**src/design/rabs_pkg.sv**
```systemverilog
`timescale 1ns / 1ps
// ----------------------------------------------------------------------------
// rabs_pkg
// Shared types, constants and tables for the running-average background
// subtraction unit.
// ----------------------------------------------------------------------------
package rabs_pkg;

  localparam int MAX_PIXELS = 524288;
  localparam int ADDR_W     = $clog2(MAX_PIXELS);
  localparam int IDX_W      = $clog2(MAX_PIXELS + 1);

  localparam int FRAME_W    = 11;
  localparam logic [FRAME_W-1:0] FRAME_MAX = '1;
  localparam int K_W        = 11;

  localparam int HUE_W      = 15;
  localparam int SV_W       = 13;
  localparam logic [15:0] HUE_FULL = 16'd23040;

  // HSV division by reciprocal: N < 2^21, divisor < 2^9, shift 30
  localparam int HSV_SHIFT   = 30;
  localparam int HSV_RECIP_W = 30;
  localparam int HSV_N_W     = 21;
  localparam int HSV_P_W     = HSV_N_W + HSV_RECIP_W;
  localparam logic [HSV_RECIP_W-1:0] VAL_RECIP =
    HSV_RECIP_W'(((64'd1 << HSV_SHIFT) + 64'd509) / 64'd510);

  // average update: N < 2^16, divisor 2k < 2^12, shift 28
  localparam int MV_SHIFT   = 28;
  localparam int MV_RECIP_W = 28;
  localparam int MV_N_W     = 16;
  localparam int MV_P_W     = MV_N_W + MV_RECIP_W;

  typedef enum logic [1:0] {
    REG_HISTORY = 2'd0,
    REG_HUE_THR = 2'd1,
    REG_SAT_THR = 2'd2,
    REG_VAL_THR = 2'd3
  } reg_idx_t;

  typedef struct packed {
    logic [10:0] history_frames;
    logic [8:0]  hue_threshold;
    logic [12:0] sat_threshold;
    logic [12:0] val_threshold;
  } cfg_t;

  typedef struct packed {
    logic [7:0] red;
    logic [7:0] green;
    logic [7:0] blue;
    logic       last_in_frame;
  } pixel_t;

  typedef struct packed {
    logic background;
    logic frame_done;
    logic overflow;
  } result_t;

  typedef struct packed {
    logic [HUE_W-1:0] hue;
    logic [SV_W-1:0]  sat;
    logic [SV_W-1:0]  val;
  } hsv_t;

  typedef struct packed {
    logic              last;
    logic              ovf;
    logic              first;
    logic [ADDR_W-1:0] addr;
    logic [K_W-1:0]    k;
  } tag_t;

  typedef struct packed {
    logic [7:0] red;
    logic [7:0] green;
    logic [7:0] blue;
    tag_t       tag;
  } front_t;

  typedef struct packed {
    tag_t                  tag;
    logic [MV_RECIP_W-1:0] recip;
  } carry_t;

  typedef struct packed {
    carry_t c;
    hsv_t   cur;
  } item_t;

  typedef logic [255:0][HSV_RECIP_W-1:0] recip_tab_t;

  // ceil(2^29 / i): divides by 2*i with a shift of 30
  function automatic recip_tab_t build_recip();
    recip_tab_t tab;
    tab[0] = '0;
    for (int i = 1; i < 256; i++) begin
      tab[i] = HSV_RECIP_W'(((64'd1 << (HSV_SHIFT - 1)) + 64'(i) - 64'd1) / 64'(i));
    end
    return tab;
  endfunction

  localparam recip_tab_t RECIP_TAB = build_recip();

endpackage

```
**src/design/rabs_recip.sv**
```systemverilog
`timescale 1ns / 1ps
// ----------------------------------------------------------------------------
// rabs_recip
// Pipelined restoring divider giving ceil(2^27 / k), one quotient bit per
// stage, with the transaction carried alongside.
// ----------------------------------------------------------------------------
module rabs_recip (
  input  logic                            clk,
  input  logic                            rst,
  input  logic                            en,
  input  logic                            in_valid,
  input  rabs_pkg::front_t                in_front,
  output logic                            out_valid,
  output rabs_pkg::front_t                out_front,
  output logic [rabs_pkg::MV_RECIP_W-1:0] out_recip
);
  import rabs_pkg::*;

  localparam int ST = MV_RECIP_W;

  logic [ST-1:0]         v;
  front_t                f        [ST];
  logic [K_W-1:0]        rem      [ST];
  logic [ST-1:0]         q        [ST];
  front_t                f_next   [ST];
  logic [K_W-1:0]        rem_next [ST];
  logic [ST-1:0]         q_next   [ST];

  always_comb begin
    front_t         fi;
    logic [K_W-1:0] ri;
    logic [ST-1:0]  qi;
    logic [ST-1:0]  num;
    logic [K_W:0]   sh;
    logic           ge;
    for (int s = 0; s < ST; s++) begin
      if (s == 0) begin
        fi = in_front;
        ri = '0;
        qi = '0;
      end else begin
        fi = f[s-1];
        ri = rem[s-1];
        qi = q[s-1];
      end
      // numerator 2^27 + k - 1 gives the ceiling
      num = (ST'(1) << (ST - 1)) + ST'(fi.tag.k) - ST'(1);
      sh  = {ri, num[ST-1-s]};
      ge  = sh >= {1'b0, fi.tag.k};
      f_next[s]   = fi;
      q_next[s]   = {qi[ST-2:0], ge};
      rem_next[s] = ge ? K_W'(sh - {1'b0, fi.tag.k}) : sh[K_W-1:0];
    end
  end

  always_ff @(posedge clk) begin
    if (rst) begin
      v <= '0;
    end else if (en) begin
      v <= {v[ST-2:0], in_valid};
    end
    if (en) begin
      for (int s = 0; s < ST; s++) begin
        f[s]   <= f_next[s];
        q[s]   <= q_next[s];
        rem[s] <= rem_next[s];
      end
    end
  end

  assign out_valid = v[ST-1];
  assign out_front = f[ST-1];
  assign out_recip = q[ST-1];

endmodule

```
**config.mk**
```make
export PLATFORM = sky130hd
export DESIGN_NAME = rabs_recip
export DESIGN_NICKNAME = d
export VERILOG_FILES = /design/src/design/rabs_pkg.sv /design/src/design/rabs_recip.sv
export SDC_FILE = /design/constraint.sdc
export NUM_CORES = 2
export LEC_CHECK = 0
export BUFFER_PORTS_ARGS = -buffer_cell sky130_fd_sc_hd__buf_2
export CORE_MARGIN = 5
export CORE_UTILIZATION = 45
export CTS_BUF_LIST = sky130_fd_sc_hd__clkbuf_8 sky130_fd_sc_hd__clkbuf_16
export DETAILED_ROUTE_END_ITERATION = 8
export SETUP_SLACK_MARGIN = 0.3
export SYNTH_ARGS = -nofsm -noshare
export SYNTH_HDL_FRONTEND = slang
export SYNTH_SLANG_ARGS = --single-unit
export TNS_END_PERCENT = 100
```
**constraint.sdc**
```tcl
create_clock -name clk -period 3.6 [get_ports clk]
set_clock_uncertainty 0.15 [all_clocks]
set_input_delay 1.08 -clock clk [delete_from_list [all_inputs] [get_ports clk]]
set_output_delay 1.08 -clock clk [all_outputs]
set_load 0.01 [all_outputs]
```
==> flow_summary.json <==
{
  "status": "completed",
  "io_pins": 147,
  "cts.sinks": 2327,
  "wire_per_inst_um": 16.6,
  "grt_max_degree": 106,
  "slew_headroom_pct": 50.4,
  "wl_met3_um": 5300,
  "drive_gt1_share_pct": 15.3,
  "place_congestion": 0.834,
  "num_vias": 40549,
  "worst_setup_path_start_kind": "flop",
  "die_w_um": 451,
  "regArea_um2": 69600,
  "hold-worst-slack_ns": 0.236,
  "grtUsageTotal_pct": 13.2,
  "yosysUniqueCellTypes": 62,
  "antenna_found_initial": 1,
  "synth-async-reset-ratio_pct": 0,
  "tightest_slew_ns": 0.744,
  "syn_avg_cell_area_um2": 17.6,
  "areaGrowthSynthToFinish_pct": 14.9,
  "htreeDepth": 4,
  "insertion_delay_ns": 0.84,
  "drcViolationCount": 0,
  "clock_path_buffers": 3,
  "synth_edf_count": 2299,
  "grt_pass1_wl_um": 217000,
  "dr.pass1.iters": 5,
  "yosysSeqAreaShare_pct": 79.5,
  "finalMaxSlewViolations": 0,
  "grt_pass1_vias": 40662,
  "min_period_ns": 3.34,
  "nNetsFinal": 5795,
  "setup_viol": 0,
  "fp-row-count": 161,
  "synth_ff_type": "edfxtp_1",
  "synth_cells": 4987,
  "p_per_area_nw_per_um2": 735,
  "pre_cts_ws_ns": 0.0600,
  "diodes": 0,
  "hold_violations": 0,
  "cp.required_ns": 4.05,
  "maxCapViolCount": 0,
  "core_um2": 193000,
  "peakVddDrop_mv": 0.466,
  "drtAntennaViolNets": 0,
  "dieHeight_um": 451,
  "dp_hpwl_um": 88700,
  "fillers": 15459,
  "leakage_nw": 36.9,
  "path_class": "flop to flop",
  "maxUsedRoutingLayer": "met4",
  "critical_path_arrival_ns": 3.79,
  "worst_setup_path_end_kind": "flop",
  "multi_input_area_um2": 16300,
  "synth_warnings": 0,
  "path_max_fanout": 5,
  "cts_buffers": 229,
  "grt-ovfl-total": 0,
  "tritoncts": "done",
  "numPortBuffers": 146,
  "viasPerCell": 4.98,
  "start_util_pct": 45.4,
  "ys_ff_latch": 2327,
  "wl_met2_um": 66200,
  "min_path_type": "flop to flop",
  "drt_iter0_drc": 2911,
  "setup_ws_ns": 0.262,
  "syn_nets": 5371,
  "die_area_um2": 203000,
  "slowest_stage": "or4_4",
  "clk_pin_slew_ns": 0.06,
  "cts_hold_buf": 0,
  "finalWirelength_um": 135000,
  "rsz0062_at_grt": "yes",
  "period_share_pct": 92.7,
  "syn_area_um2": 87500,
  "fin_tns_setup_ns": 0,
  "cp_cell_sequence": "or4_4 > nor3_4 > xnor2_2 > ha_2 > fa_2 > nor2b_1 > o21ai_1 > nand2b_1 > a41oi_2 > o21ai_2 > buf_6 > mux2_4",
  "max_stage_delay_ns": 0.56,
  "clock.fmax_ghz": 0.300,
  "drt-met1-wl_um": 59400,
  "ctsRootBufferMaster": "clkbuf_16"
}
[worst paths after layout]
| kind | end | slack, ns | cells after the start | from |
|---|---|---|---|---|
| max | rem[1][62] | 0.26 | 12 | f[1][231] |
| min | f[1][476] | 0.24 | 0 | f[1][419] |
| max reg2reg | rem[1][62] | 0.26 | 12 | f[1][231] |
| min reg2reg | f[1][476] | 0.24 | 0 | f[1][419] |
[cells in the final DEF, fill, tap and decap left out, types with 28 or more instances in the layout]
master	instances
xnor2_1	82
buf_12	38
a31oi_1	40
a211oi_1	30
inv_1	380
xor2_1	84
ha_1	292
nor4_1	43
nand2b_1	47
nand4_1	36
nor3_1	49
buf_4	144
a21o_1	79
a21oi_1	142
mux2i_1	60
nor2_1	170
clkbuf_16	229
edfxtp_1	2299
clkinv_2	40
buf_2	145
o21ai_0	215
dfxtp_1	28
mux2_2	45
nand3_1	92
nor2b_1	40
o31ai_1	36
clkinv_1	47
nand2_1	245
[stage by stage]
step | cell area, um^2 | power, mW | cells | utilization (%)
after floorplan | 87600 | 46.1 | 4987 | -
after detailed placement | 92000 | 50.4 | 7639 | 47.7
after global routing | 101000 | 78.0 | 8138 | 52.1
after CTS | 99800 | 74.0 | 8095 | 51.7
final | 101000 | 73.9 | 8138 | 52.1
after global placement | 92000 | 50.1 | 7639 | 47.7
[sequential cells by signal (all words and copies together), names as in the netlist]
register,cells
f,1596
q,406
rem,297
v,28
[final cells by class]
| cell class | count | area share, % |
|---|---|---|
| Clock buffer | 233 | 5.75 |
| Clock inverter | 199 | 1.67 |
| Inverter | 329 | 1.23 |
| Multi-Input combinational cell | 2181 | 16.3 |
| Sequential cell | 2327 | 69.2 |
| Tap cell | 2526 | 3.14 |
| Timing Repair Buffer | 343 | 2.74 |
[cell families after synthesis]
kind of cell / share of synthesized area (%)
buf+inv: 2.44
compound gates: 5.44
xor+xnor: 1.72
fa+ha+maj: 4.84
simple gates: 4.45
mux: 1.59
flops: 79.5
[critical path, delay by kind of cell, from the launching register on]
family          cells  cell delay (ns)
compound gates      3             0.46
mux                 1             0.30
xor+xnor            1             0.09
fa+ha+maj           2             0.54
simple gates        4             0.98
flops               1             0.39
buf+inv             1             0.17
[per-layer routing]
metal | GRT usage, % | vias up
li1 | - | 19889
met1 | 17.3 | 19668
met2 | 21.8 | 692
met3 | 2.54 | 300
met4 | 5.14 | 0
met5 | 0 | -
[cell usage after synthesis (6+ instances only)]
library cell / number / area (um^2)
nand2b_1: 47 / 294
o31ai_1: 42 / 315
nor4_1: 58 / 363
ha_1: 297 / 3720
and3_1: 25 / 156
xor2_1: 84 / 736
xnor2_1: 88 / 771
fa_1: 26 / 521
a21o_1: 79 / 593
nor3_1: 53 / 265
nand2_1: 246 / 923
nand3_1: 92 / 460
buf_4: 85 / 638
o21a_1: 38 / 285
a211o_1: 24 / 210
a21oi_1: 149 / 746
o41ai_1: 15 / 131
buf_2: 9 / 45.0
nor2b_1: 41 / 257
mux2i_1: 61 / 611
o211ai_1: 10 / 75.1
a211oi_1: 31 / 233
mux2_2: 61 / 687
o21bai_1: 13 / 97.6
inv_1: 329 / 1230
o21ai_0: 227 / 1140
clkbuf_1: 54 / 203
nor2_1: 173 / 649
edfxtp_1: 2299 / 69000
nand4_1: 36 / 225
dfxtp_1: 28 / 561
and2_1: 11 / 68.8
a21boi_0: 6 / 45.0
or2_2: 16 / 100
a221o_1: 18 / 180
a31oi_1: 40 / 250
mux2_4: 6 / 90.1
o311a_1: 13 / 130
[power breakdown]
group | switching [mW] | leakage (nW) | internal, mW
Sequential | 1.55 | 22.7 | 34.0
Clock | 9.75 | 3.81 | 13.2
Combinational | 8.48 | 10.4 | 6.85
Total | 19.8 | 36.9 | 54.1
[timing repair]
item,4_1_cts,5_1_grt
gates resized for setup,28,118
gates cloned,2,4
pin swaps,18,35
endpoints found under the setup margin,56,181
setup buffers,22,39
Power figures use the tool's default switching activity.
